### src/rtl/dtbp_pkg.sv
// Package for the devicetree blob token parser.
// Holds parse phase codes, token and event codes and the state/event structs.
// No dependencies.
`default_nettype none

package dtbp_pkg;

   localparam logic [31:0] BLOB_MAGIC = 32'hD00D_FEED;

   localparam logic [31:0] TOK_BEGIN_NODE = 32'd1;
   localparam logic [31:0] TOK_END_NODE   = 32'd2;
   localparam logic [31:0] TOK_PROP       = 32'd3;
   localparam logic [31:0] TOK_NOP        = 32'd4;
   localparam logic [31:0] TOK_END        = 32'd9;

   localparam logic [29:0] HDR_WORDS        = 30'd10;
   localparam logic [29:0] HDR_POS_MAGIC    = 30'd0;
   localparam logic [29:0] HDR_POS_TOTAL    = 30'd1;
   localparam logic [29:0] HDR_POS_OFF_STR  = 30'd2;
   localparam logic [29:0] HDR_POS_VERSION  = 30'd5;
   localparam logic [29:0] HDR_POS_SIZE_STR = 30'd9;

   localparam logic [3:0] PH_HDR     = 4'd0;
   localparam logic [3:0] PH_WAIT    = 4'd1;
   localparam logic [3:0] PH_TOKEN   = 4'd2;
   localparam logic [3:0] PH_NAME    = 4'd3;
   localparam logic [3:0] PH_PLEN    = 4'd4;
   localparam logic [3:0] PH_PNAME   = 4'd5;
   localparam logic [3:0] PH_PAYLOAD = 4'd6;
   localparam logic [3:0] PH_DONE    = 4'd7;
   localparam logic [3:0] PH_HDR_BAD = 4'd8;

   localparam logic [2:0] EV_BEGIN_NODE = 3'd0;
   localparam logic [2:0] EV_END_NODE   = 3'd1;
   localparam logic [2:0] EV_PROP       = 3'd2;
   localparam logic [2:0] EV_END        = 3'd3;
   localparam logic [2:0] EV_BAD_HEADER = 3'd4;
   localparam logic [2:0] EV_BAD_TOKEN  = 3'd5;
   localparam logic [2:0] EV_OVERRUN    = 3'd6;

   typedef struct packed {
      logic [3:0]  phase;
      logic [29:0] word_position;
      logic [29:0] struct_start_word;
      logic [30:0] struct_end_word;
      logic [31:0] blob_total_size;
      logic [31:0] pending_length;
      logic [31:0] pending_name_offset;
      logic [30:0] payload_words_left;
      logic        payload_first;
   } parse_state_type;

   typedef struct packed {
      logic        valid;
      logic [2:0]  code;
      logic [31:0] name_offset;
      logic [31:0] value_length;
      logic [31:0] first_value;
      logic [31:0] info;
   } parse_event_type;

endpackage

`default_nettype wire

### src/rtl/devicetree_blob_token_parser.sv
// Top level of the devicetree blob token parser: request register, parse
// state, CSR and response register. Depends on dtbp_pkg and dtbp_walker.
//
// Feed a flattened devicetree blob as big-endian 32-bit words from offset 0,
// raising req_start_of_blob on the first word to restart parsing. One word is
// taken every cycle while rsp_stall is low; each word passes a request
// register, one pass of the walker logic and the response register, which
// holds its event. The only loops are the parse-state and depth registers,
// each updated once per word. Words that raise no event produce no response.
// After an end, bad-header or overrun event, words are ignored until the next
// start of blob. csr_wr_data sets the header version to accept (17 after
// reset); write it only while the block is idle.
`default_nettype none

module devicetree_blob_token_parser #(
   parameter int DEPTH_BITS = 8
) (
   input  logic        clock,
   input  logic        reset,
   input  logic        csr_wr_en,
   input  logic [31:0] csr_wr_data,
   input  logic        req_valid,
   output logic        req_stall,
   input  logic [31:0] req_blob_word,
   input  logic        req_start_of_blob,
   output logic        rsp_valid,
   input  logic        rsp_stall,
   output logic [2:0]  rsp_event_res,
   output logic [7:0]  rsp_nest_depth,
   output logic [31:0] rsp_name_offset,
   output logic [31:0] rsp_value_length,
   output logic [31:0] rsp_first_value,
   output logic [31:0] rsp_info
);

   logic [31:0] version_ff;
   logic        in_valid_ff;
   logic [31:0] in_word_ff;
   logic        in_start_ff;
   dtbp_pkg::parse_state_type state_ff;
   dtbp_pkg::parse_state_type state_in;
   logic [DEPTH_BITS-1:0] depth_ff;
   logic [DEPTH_BITS-1:0] depth_in;
   dtbp_pkg::parse_event_type event_in;
   dtbp_pkg::parse_event_type rsp_ff;
   logic [7:0]  rsp_depth_ff;
   logic        rsp_valid_ff;
   logic        fire;
   logic        accept;

   assign fire = in_valid_ff && (!rsp_valid_ff || !rsp_stall);
   assign req_stall = in_valid_ff && !fire;
   assign accept = req_valid && !req_stall;

   dtbp_walker #(
      .DEPTH_BITS(DEPTH_BITS)
   ) u_walker (
      .cur_state       (state_ff),
      .cur_depth       (depth_ff),
      .expected_version(version_ff),
      .word            (in_word_ff),
      .start_of_blob   (in_start_ff),
      .next_state      (state_in),
      .next_depth      (depth_in),
      .event_out       (event_in)
   );

   // all-zero parse state is the header phase
   always_ff @(posedge clock) begin
      if (reset) begin
         version_ff <= 32'd17;
         in_valid_ff <= 1'b0;
         rsp_valid_ff <= 1'b0;
         state_ff <= '0;
         depth_ff <= '0;
      end else begin
         if (csr_wr_en) begin
            version_ff <= csr_wr_data;
         end
         if (accept) begin
            in_valid_ff <= 1'b1;
         end else if (fire) begin
            in_valid_ff <= 1'b0;
         end
         if (fire) begin
            state_ff <= state_in;
            depth_ff <= depth_in;
            rsp_valid_ff <= event_in.valid;
         end else if (!rsp_stall) begin
            rsp_valid_ff <= 1'b0;
         end
      end
   end

   always_ff @(posedge clock) begin
      if (accept) begin
         in_word_ff <= req_blob_word;
         in_start_ff <= req_start_of_blob;
      end
      if (fire && event_in.valid) begin
         rsp_ff <= event_in;
         rsp_depth_ff <= 8'(depth_in);
      end
   end

   assign rsp_valid = rsp_valid_ff;
   assign rsp_event_res = rsp_ff.code;
   assign rsp_nest_depth = rsp_depth_ff;
   assign rsp_name_offset = rsp_ff.name_offset;
   assign rsp_value_length = rsp_ff.value_length;
   assign rsp_first_value = rsp_ff.first_value;
   assign rsp_info = rsp_ff.info;

endmodule

`default_nettype wire

### src/rtl/dtbp_walker.sv
// Next-state and event logic of the devicetree blob parser for one word.
// Purely combinational; depends on dtbp_pkg.
`default_nettype none

module dtbp_walker #(
   parameter int DEPTH_BITS = 8
) (
   input  dtbp_pkg::parse_state_type cur_state,
   input  logic [DEPTH_BITS-1:0]     cur_depth,
   input  logic [31:0]               expected_version,
   input  logic [31:0]               word,
   input  logic                      start_of_blob,
   output dtbp_pkg::parse_state_type next_state,
   output logic [DEPTH_BITS-1:0]     next_depth,
   output dtbp_pkg::parse_event_type event_out
);

   dtbp_pkg::parse_state_type s;
   logic [DEPTH_BITS-1:0] d;
   logic                  overrun;
   logic                  do_token;
   logic                  zero_byte;
   logic [32:0]           end_sum;
   logic [32:0]           len_round;
   logic [30:0]           words_total;
   logic [30:0]           left_dec;

   always_comb begin
      if (start_of_blob) begin
         s = '0;
         s.phase = dtbp_pkg::PH_HDR;
         d = '0;
      end else begin
         s = cur_state;
         d = cur_depth;
      end
   end

   assign overrun = ({1'b0, s.word_position} + 31'd1) > s.struct_end_word;
   assign zero_byte = (word[31:24] == 8'd0) || (word[23:16] == 8'd0) ||
                      (word[15:8] == 8'd0) || (word[7:0] == 8'd0);
   assign end_sum = {1'b0, s.struct_start_word, 2'b00} + {31'd0, s.struct_end_word[1:0]}
                    + {1'b0, word};
   assign len_round = {1'b0, s.pending_length} + 33'd3;
   assign words_total = len_round[32:2];
   assign left_dec = s.payload_words_left - 31'd1;

   always_comb begin
      next_state = s;
      next_depth = d;
      event_out = '0;
      do_token = 1'b0;
      if (s.word_position != '1) begin
         next_state.word_position = s.word_position + 30'd1;
      end

      case (s.phase)
         dtbp_pkg::PH_HDR, dtbp_pkg::PH_HDR_BAD: begin
            if (s.word_position == dtbp_pkg::HDR_POS_MAGIC) begin
               next_state.phase = (word == dtbp_pkg::BLOB_MAGIC) ? dtbp_pkg::PH_HDR
                                                                 : dtbp_pkg::PH_HDR_BAD;
            end else if (s.word_position == dtbp_pkg::HDR_POS_TOTAL) begin
               next_state.blob_total_size = word;
            end else if (s.word_position == dtbp_pkg::HDR_POS_OFF_STR) begin
               next_state.struct_start_word = word[31:2];
               next_state.struct_end_word = {29'd0, word[1:0]};
            end else if (s.word_position == dtbp_pkg::HDR_POS_VERSION) begin
               if (word != expected_version) begin
                  next_state.phase = dtbp_pkg::PH_HDR_BAD;
               end
            end else if (s.word_position == dtbp_pkg::HDR_POS_SIZE_STR) begin
               next_state.struct_end_word = end_sum[32:2];
               if (s.phase == dtbp_pkg::PH_HDR_BAD ||
                   s.struct_start_word < dtbp_pkg::HDR_WORDS) begin
                  next_state.phase = dtbp_pkg::PH_DONE;
                  event_out.valid = 1'b1;
                  event_out.code = dtbp_pkg::EV_BAD_HEADER;
                  event_out.info = s.blob_total_size;
               end else begin
                  next_state.phase = dtbp_pkg::PH_WAIT;
               end
            end
         end
         dtbp_pkg::PH_WAIT: begin
            if (s.word_position >= s.struct_start_word) begin
               next_state.phase = dtbp_pkg::PH_TOKEN;
               do_token = 1'b1;
            end
         end
         dtbp_pkg::PH_TOKEN: begin
            do_token = 1'b1;
         end
         dtbp_pkg::PH_NAME: begin
            if (zero_byte) begin
               next_state.phase = dtbp_pkg::PH_TOKEN;
               if (overrun) begin
                  next_state.phase = dtbp_pkg::PH_DONE;
                  event_out.valid = 1'b1;
                  event_out.code = dtbp_pkg::EV_OVERRUN;
               end
            end
         end
         dtbp_pkg::PH_PLEN: begin
            next_state.pending_length = word;
            next_state.phase = dtbp_pkg::PH_PNAME;
         end
         dtbp_pkg::PH_PNAME: begin
            next_state.pending_name_offset = word;
            next_state.payload_words_left = words_total;
            if (words_total == 31'd0) begin
               next_state.phase = dtbp_pkg::PH_TOKEN;
               event_out.valid = 1'b1;
               if (overrun) begin
                  next_state.phase = dtbp_pkg::PH_DONE;
                  event_out.code = dtbp_pkg::EV_OVERRUN;
               end else begin
                  event_out.code = dtbp_pkg::EV_PROP;
                  event_out.name_offset = word;
                  event_out.value_length = s.pending_length;
               end
            end else begin
               next_state.phase = dtbp_pkg::PH_PAYLOAD;
               next_state.payload_first = 1'b1;
            end
         end
         dtbp_pkg::PH_PAYLOAD: begin
            next_state.payload_words_left = left_dec;
            next_state.payload_first = 1'b0;
            if (left_dec == 31'd0 && overrun) begin
               next_state.phase = dtbp_pkg::PH_DONE;
               event_out.valid = 1'b1;
               event_out.code = dtbp_pkg::EV_OVERRUN;
            end else begin
               if (left_dec == 31'd0) begin
                  next_state.phase = dtbp_pkg::PH_TOKEN;
               end
               if (s.payload_first) begin
                  event_out.valid = 1'b1;
                  event_out.code = dtbp_pkg::EV_PROP;
                  event_out.name_offset = s.pending_name_offset;
                  event_out.value_length = s.pending_length;
                  event_out.first_value = word;
               end
            end
         end
         default: begin
         end
      endcase

      if (do_token) begin
         case (word)
            dtbp_pkg::TOK_BEGIN_NODE: begin
               if (d != '1) begin
                  next_depth = d + DEPTH_BITS'(1);
               end
               next_state.phase = dtbp_pkg::PH_NAME;
               event_out.valid = 1'b1;
               event_out.code = dtbp_pkg::EV_BEGIN_NODE;
            end
            dtbp_pkg::TOK_PROP: begin
               next_state.phase = dtbp_pkg::PH_PLEN;
            end
            dtbp_pkg::TOK_END_NODE: begin
               if (d != '0) begin
                  next_depth = d - DEPTH_BITS'(1);
               end
               event_out.valid = 1'b1;
               event_out.code = dtbp_pkg::EV_END_NODE;
            end
            dtbp_pkg::TOK_NOP: begin
            end
            dtbp_pkg::TOK_END: begin
               next_state.phase = dtbp_pkg::PH_DONE;
               event_out.valid = 1'b1;
               event_out.code = dtbp_pkg::EV_END;
               event_out.info = s.blob_total_size;
            end
            default: begin
               event_out.valid = 1'b1;
               event_out.code = dtbp_pkg::EV_BAD_TOKEN;
               event_out.info = word;
            end
         endcase
         // overrun wins over anything but a begin-node or prop token
         if (overrun && word != dtbp_pkg::TOK_BEGIN_NODE && word != dtbp_pkg::TOK_PROP) begin
            next_state.phase = dtbp_pkg::PH_DONE;
            event_out = '0;
            event_out.valid = 1'b1;
            event_out.code = dtbp_pkg::EV_OVERRUN;
         end
      end
   end

endmodule

`default_nettype wire

### config.mk
export PLATFORM = sky130hd
export DESIGN_NAME = devicetree_blob_token_parser
export DESIGN_NICKNAME = d
export VERILOG_FILES = /design/src/rtl/dtbp_pkg.sv /design/src/rtl/devicetree_blob_token_parser.sv /design/src/rtl/dtbp_walker.sv
export SDC_FILE = /design/constraint.sdc
export NUM_CORES = 1
export LEC_CHECK = 0
export BUFFER_PORTS_ARGS = -buffer_cell sky130_fd_sc_hd__buf_2
export CORE_MARGIN = 5
export CORE_UTILIZATION = 55
export CTS_CLUSTER_SIZE = 40
export DETAILED_ROUTE_END_ITERATION = 12
export PLACE_DENSITY = 0.74
export SYNTH_ARGS = -nofsm -noshare
export SYNTH_HDL_FRONTEND = slang
export SYNTH_HIERARCHICAL = 1
export SYNTH_SLANG_ARGS = --single-unit
### constraint.sdc
create_clock -name clock -period 14.9 [get_ports clock]
set_clock_uncertainty 0.05 [all_clocks]
set_input_delay 0.745 -clock clock [delete_from_list [all_inputs] [get_ports clock]]
set_output_delay 0.745 -clock clock [all_outputs]
set_load 0.02 [all_outputs]
======== Word level (Yosys, flattened, before mapping) ========
Index checks and enable logic that the tools add are counted.
word-level totals
  register bits after elaboration ......... 437
  word-level logic and storage cells ...... 155
operators by class
  $add $sub $neg .......................... 8
  $lt $le $gt $ge ......................... 3
  equal/unequal tests ..................... 23
  mux-type cells .......................... 71
  reduce and logical (&&, ||, !) cells .... 29
operators by type and width
  cell                                                                     number
  32-bit two-way mux                                                       11
  132-bit two-way mux                                                      2
  223-bit two-way mux                                                      1
  93-bit two-way mux                                                       2
  32-bit one-hot mux with 2 select lines                                   2
  64-bit one-hot mux with 2 select lines                                   1
  100-bit two-way mux                                                      1
  96-bit two-way mux                                                       1
  31-bit two-way mux                                                       3
  4-bit two-way mux                                                        23
  68-bit two-way mux                                                       1
  32-bit by 2-bit equality test with 1-bit output (second input constant)  2
  64-bit two-way mux                                                       1
  31-bit zero test                                                         2
  61-bit two-way mux                                                       1
  30-bit two-way mux                                                       2
  32-bit by 2-bit adder with 33-bit output                                 1
  32-bit by 2-bit adder with 33-bit output (second input constant)         1
  33-bit by 32-bit adder with 33-bit output                                1
  32-bit by 1-bit equality test with 1-bit output (second input constant)  1
  32-bit by 3-bit equality test with 1-bit output (second input constant)  1
  32-bit equality test (second input constant)                             1
  32-bit by 4-bit equality test with 1-bit output (second input constant)  1
  8-bit zero test                                                          4
  other kinds (39)                                                         67

======== Logic depth before layout (Yosys ltp) ========
Gate-level depths: netlist of the first run.
  word-level depth ........................ 14
  mapped depth ............................ 26
  mapped depth without buffers ............ 21

======== Cells and area by module ========
Netlist of the first run, hierarchy kept.
modules (own cells, without submodules)
  module                        times used  cells an instance  area an instance (um2)  seq. area each (um2)
  devicetree_blob_token_parser  1           1,289              16,723.5                10,470.0
  dtbp_walker                   1           1,982              11,902.7                0.0

======== Worst setup path before layout of the first run ========
OpenSTA, ideal clock, no wires.
  path kind ............................... reg2reg
  start ................................... reg in_start_ff
  end ..................................... reg rsp_ff, in the netlist rsp_event_res[0] (enable)
  arrival ................................. 11,619 ps
  data required time ...................... 14,166 ps
  setup slack ............................. 2,547 ps
  cell stages (with the launch flop) ...... 25
  cells stage by stage .................... edfxtp_1 > buf_2 > buf_2 > buf_2 > buf_1 > buf_2 > buf_2 > buf_2 > clkbuf_1 > buf_1 > buf_2 > buf_1 > nor2_1 > ha_1 > nand4_1 > nor4_1 > a22o_1 > o31a_1 > o21ai_0 > clkbuf_1 > o41ai_1 > a211oi_1 > nand3_1 > nand2_1 > a21oi_1
RTL lines
  what                      RTL line                             RTL
  start: declaration        devicetree_blob_token_parser.sv:39   logic in_start_ff;
  start signal: assignment  devicetree_blob_token_parser.sv:98   in_start_ff <= req_start_of_blob;
  end signal: assignment    devicetree_blob_token_parser.sv:101  rsp_ff <= event_in;
  end: declaration          devicetree_blob_token_parser.sv:45   dtbp_pkg::parse_event_type rsp_ff;

==> results of run 1 <==
==> area by class of cell <==
cell class / instances / area, um^2 / area share
Tap cell: 680 / 851 / 0.0270
Inverter: 61 / 231 / 0.00733
Timing Repair Buffer: 263 / 1470 / 0.0466
Clock buffer: 66 / 1400 / 0.0444
Sequential cell: 437 / 10500 / 0.332
Clock inverter: 25 / 362 / 0.0115
Antenna cell: 1 / 2.50 / 0.0000793
Multi-Input combinational cell: 2522 / 16800 / 0.531
==> cells in the final DEF (no fill, tap or decap), drive strengths merged, types with 19 or more instances in the layout <==
| master | n |
|---|---|
| nor2 | 161 |
| nand2b | 474 |
| buf | 263 |
| inv | 62 |
| nor4 | 54 |
| a21o | 26 |
| nand4 | 44 |
| o21ai | 163 |
| edfxtp | 172 |
| nor3 | 44 |
| or2 | 19 |
| o211ai | 38 |
| nor2b | 82 |
| and2 | 70 |
| nand2 | 339 |
| ha | 93 |
| a22o | 33 |
| xor2 | 71 |
| mux2i | 270 |
| nand3 | 64 |
| mux2 | 44 |
| xnor2 | 49 |
| o22ai | 31 |
| clkbuf | 66 |
| a21oi | 157 |
| dfxtp | 265 |
==> final timing paths <==
kind / startpoint / endpoint / slack, ps / depth (start not counted)
worst max-delay path: in_start_ff / rsp_info[22] / 6670 / 21
worst min-delay path: req_blob_word[23] / in_word_ff[23] / 270 / 1
worst max register to register: in_start_ff / rsp_info[22] / 6670 / 21
worst min register to register: state_ff[125] / state_ff[125] / 420 / 2
==> through the flow <==
| step | setup WS [ps] | cells | hold WS (ps) | instance area (um^2) | utilization |
|---|---|---|---|---|---|
| floorplan | 2550 | 3271 | 394 | 28600 | - |
| global placement | 7050 | 3963 | 403 | 29800 | 0.580 |
| detailed placement | 6830 | 3963 | 406 | 29800 | 0.580 |
| CTS | 6830 | 4054 | 245 | 31600 | 0.614 |
| global route | 6190 | 4054 | 250 | 31600 | 0.614 |
| finish | 6670 | 4055 | 269 | 31600 | 0.614 |
==> kinds of logic after synthesis <==
family                   Yosys count
AND/OR/NAND/NOR                 1422
AO/OA/AOI/OAI                    572
flip-flops                       437
multiplexers                     314
buffers and inverters            312
XOR/XNOR                         120
adder cells (fa/ha/maj)           94
==> worst max-delay path, delay by kind of cell, from the launching register on <==
| family | cells | cell delay, ps |
|---|---|---|
| compound gates | 5 | 930 |
| fa+ha+maj | 1 | 360 |
| buf+inv | 8 | 4100 |
| flops | 1 | 380 |
| simple gates | 7 | 1740 |
==> per-layer routing <==
metal	wire length (um)	share of wire	vias to the layer above	GRT usage
li1	-	-	11600	-
met1	35100	0.40	11900	0.372
met2	41500	0.47	1108	0.493
met3	7140	0.081	300	0.0539
met4	4780	0.054	2	0.145
met5	13	0.00015	-	0.00253
==> power by group through the flow <==
| stage | Clock [mW] | Combinational, mW | Sequential (mW) |
|---|---|---|---|
| finish | 1.31 | 0.191 | 1.26 |
| detailed placement | 0 | 0.186 | 1.29 |
| CTS | 1.33 | 0.186 | 1.26 |
| global placement | 0 | 0.182 | 1.29 |
| floorplan | 0 | 0.135 | 1.28 |
| global route | 1.38 | 0.199 | 1.26 |
==> flip-flops by register name, summed over array words and instances (netlist names) <==
signal	count
depth_ff	8
in_start_ff	1
in_valid_ff	1
in_word_ff	32
rsp_event_res	3
rsp_first_value	32
rsp_info	32
rsp_name_offset	32
rsp_nest_depth	8
rsp_valid	1
rsp_value_length	32
state_ff	223
version_ff	32
==> results.tsv, run 1 <==
metric	value	unit
clk_latency	600	ps
dieArea	0.0567	mm^2
synth_edf_count	172	
synth_nets	3434	
syn_inst	3271	
fp.dieW	238	um
synth_fa_ha_area_frac	0.0410	
first_pass_iters	6	
routabilityCongestion	0.924	
cts_root_buffer	clkbuf_16	
clk_pin_slew	60	ps
maxCapViolations	0	
synthesis.area	0.0286	mm^2
rsz0062_at_grt	false	
path_class	flop to flop	
async_reset_ff_frac	0	
grt_overflow	0	
yosys.area.top_type	dfxtp_1	
worstPathRequired	15070	ps
outcome	finished, final reports clean	
grt_pass1_wl	135000	um
cts_tree	done	
grt_use_total	0.296	
power.internal	2.12	mW
drc	0	
area.growth.synth_to_final	10.3	%
p_leak	11.6	nW
switchingPower	0.639	mW
setup_violations	0	
cp_slowest_cell	buf_4	
hold_buffers	0	
synth_compound_area_frac	0.125	
critPathArrivalTime	8400	ps
maxSlewHeadroom	0.165	
fin_crit_sh	0.552	
layout_min_cycle_time	8230	ps
core_region_area	0.0514	mm^2
report.final.slew_viol_count	0	
synth_top_area_frac	0.185	
crit_top_cell	buf_4	
fp.dieH	238	um
grt_max_degree	212	
nNetsFinal	3497	
cts_setup_buffers	0	
p_seq_frac	0.457	
fill_cells	4382	
hp-class	input port to flop	
synth_xor_xnor_area_share	0.0367	
port_buffers	210	
ys_ff_latch	437	
yosysUniqueCellTypes	82	
power_density	87.4	mW/mm^2
yosys-top-cells-count	nand2b_1, nand2_1, mux2i_1, dfxtp_1, clkbuf_1	
synthMostInstantiatedCell	nand2b_1	
peakVddDrop	0.107	mV
switching_share	0.231	
drt_iter0_drc	2510	
cts_max_path_buffers	3	
yosys.area_share.simple	0.269	
synthMuxAreaShare	0.112	
wl_per_cell	21.8	um
drive_above_1_share	0.129	
rows	83	
cts-resized-gates	0	
max_freq	121	MHz
crit_chain	buf_4, buf_4, inv_4, buf_4, buf_4, nand2_1, ha_1, nand4_1, nor4_1, a22o_1, o31a_1, o21ai_2, buf_4, nor2_1, o21ai_2, and2_1, nand3_1, nand2_1, a21oi_4, buf_4, buf_4	
worstSetupEndpointType	flop	
clkPwrFrac	0.474	
worst-path-max-fanout	85	
synth_top_family_by_area	simple AND/OR/NAND/NOR gates	
total_power	2.76	mW
hold_violations	0	
critical_path.max_stage_delay	750	ps
ys_seq_area_frac	0.366	
synthTopCellsByArea	dfxtp_1, edfxtp_1, nand2b_1	
pwr-share-comb	0.069	
io_pins	211	
wl	88500	um
antenna_found_initial	4	
start_kind	flop	
worst_slew_pin_slew	1250	ps
tns	0	ps
grt_pass1_vias	24100	
start_util	0.557	
num_vias	24900	
synth.avg_cell_area	8.75	um^2
cts.htree.levels	2	
synth_warnings	6	
dpl.hpwl	59900	um
via_per_inst	6.15	
clkSinkCount	437	
drtAntennaViolNets	0	
ys.flop_type	dfxtp_1	
cts_buffers	49	
(Power assumes the default switching activity.)
==> run 2, diff against run 1 <==
Clock period 14.9 ns to 8.4 ns, I/O delays scaled along.
==> results.tsv, run 2 (synthesized netlist as in run 1, its figures left out) <==
metric	value	unit	change
outcome	finished, final reports clean		
nNetsFinal	3534		+1.1%
critPathArrivalTime	6930	ps	-1470 ps
cts-resized-gates	0		unchanged
p_leak	11.6	nW	+0.74%
cts_root_buffer	clkbuf_16		
setup_violations	0		unchanged
critical_path.max_stage_delay	570	ps	-180 ps
regMostFlops	state_ff		
wl_per_cell	21.6	um	-1.1%
cts.htree.levels	2		unchanged
start_kind	flop		
peakVddDrop	0.168	mV	+58%
clk_pin_slew	60	ps	about the same
layout_min_cycle_time	6730	ps	-1500 ps
maxCapViolations	0		unchanged
rows	83		unchanged
clkSinkCount	437		unchanged
grt_max_degree	206		-2.8%
largest_reg_flops	223		unchanged
cp_slowest_cell	dfxtp_1		
report.final.slew_viol_count	0		unchanged
max_freq	149	MHz	+22%
drtAntennaViolNets	0		unchanged
grt_pass1_vias	24000		-0.32%
num_vias	25100		+0.59%
fin_crit_sh	0.801		+0.249
clk_latency	610	ps	about the same
first_pass_iters	6		unchanged
cts_buffers	47		-4.1%
wl	88400	um	-0.16%
utilization	0.619		+0.00487
tns	0	ps	unchanged
hold_violations	0		unchanged
path_class	flop to flop		
dieArea	0.0567	mm^2	unchanged
start_util	0.557		unchanged
antenna_found_initial	0		-4
via_per_inst	6.13		-0.32%
area.growth.synth_to_final	11.1	%	
grt_overflow	0		unchanged
final_common_cell	nand2b_1		
dpl.hpwl	59700	um	-0.28%
grt_use_total	0.294		-0.00137
fp.dieW	238	um	unchanged
cts_tree	done		
cts_max_path_buffers	3		unchanged
worst-path-max-fanout	32		-62%
rsz0062_at_grt	false		
worstPathRequired	8600	ps	-6470 ps
power_density	150	mW/mm^2	+71%
fp.dieH	238	um	unchanged
core_region_area	0.0514	mm^2	unchanged
drc	0		unchanged
drt_iter0_drc	2563		+2.1%
grt_pass1_wl	134000	um	-0.29%
final_cell_mix	nand2b_1, nand2_1, mux2i_1		
maxSlewHeadroom	0.0415		-0.123
port_buffers	210		unchanged
worstSetupEndpointType	flop		
drive_above_1_share	0.128		-0.00107
routabilityCongestion	0.943		+2.0%
hp-class	input port to flop		
total_power	4.77	mW	+73%
io_pins	211		unchanged
worst_slew_pin_slew	1430	ps	+175 ps
crit_chain	nand4_1, nor2_1, and4_1, and4_1, and4_1, and2_1, nand4_1, xor2_1, nor2_1, ha_1, nand4_1, nor4_1, o31a_1, o21ai_2, nor2_1, o21ai_2, and2_1, nand3_1, nand2_1, a21oi_4, buf_4		
run 2: worst max-delay path: cells and delay by family, from the launching register on:
family                     cells  cell delay (ps)
and+or+nand+nor               14             3430
AOI/OAI and AO/OA              4             1310
DFF                            1              570
buffers and inverters          1              480
adders and majority gates      1              320
xor gates and xnor gates       1              190
run 2: power by group:
| group | switching (mW) | internal (mW) | total [mW] |
|---|---|---|---|
| clock network | 0.918 | 1.27 | 2.18 |
| registers | 0.0188 | 2.21 | 2.23 |
| logic | 0.215 | 0.140 | 0.355 |
run 2: area by class of cell:
cell class / count / area (um^2)
well taps: 680 / 851
clock inverters: 32 / 358
fillers: 4341 / 19600
repair buffers: 302 / 1860
flip-flops and latches: 437 / 10500
multi-input cells: 2522 / 16800
diodes: 2 / 5.00
inverters: 61 / 231
clock buffers: 56 / 1260
run 2: final timing paths:
kind / end / cells past startpoint / slack, ps / from
min reg2reg: state_ff[116] / 2 / 420 / state_ff[116]
max: rsp_info[23] / 21 / 1670 / state_ff[189]
min: version_ff[0] / 2 / 7 / csr_wr_data[0]
max reg2reg: rsp_info[23] / 21 / 1670 / state_ff[189]
run 2: what timing repair did:
item / CTS / global route
hold buffers: 35 / 0
setup endpoints to repair: 0 / 0
buffers inserted: 0 / 0
endpoints found under the hold margin: 35 / 0
run 2: per-stage QoR:
stage	instances	setup WS (ps)	hold WS, ps	cell area (um^2)
3_5_place_dp	3967	1750	414	29800
4_1_cts	4090	1710	0.324	31800
3_3_place_gp	3967	1860	403	29800
5_1_grt	4090	1160	11.4	31800
2_1_floorplan	3271	701	394	28600
6_report	4092	1670	6.64	31800
run 2: metal layers:
| metal | track usage | wire length (um) | part of all wire | vias to the layer above |
|---|---|---|---|---|
| met4 | 0.146 | 4850 | 0.055 | 0 |
| met2 | 0.498 | 42400 | 0.48 | 1188 |
| li1 | - | - | - | 11700 |
| met3 | 0.0445 | 6950 | 0.079 | 305 |
| met5 | 0 | 0 | 0 | - |
| met1 | 0.369 | 34100 | 0.39 | 11900 |
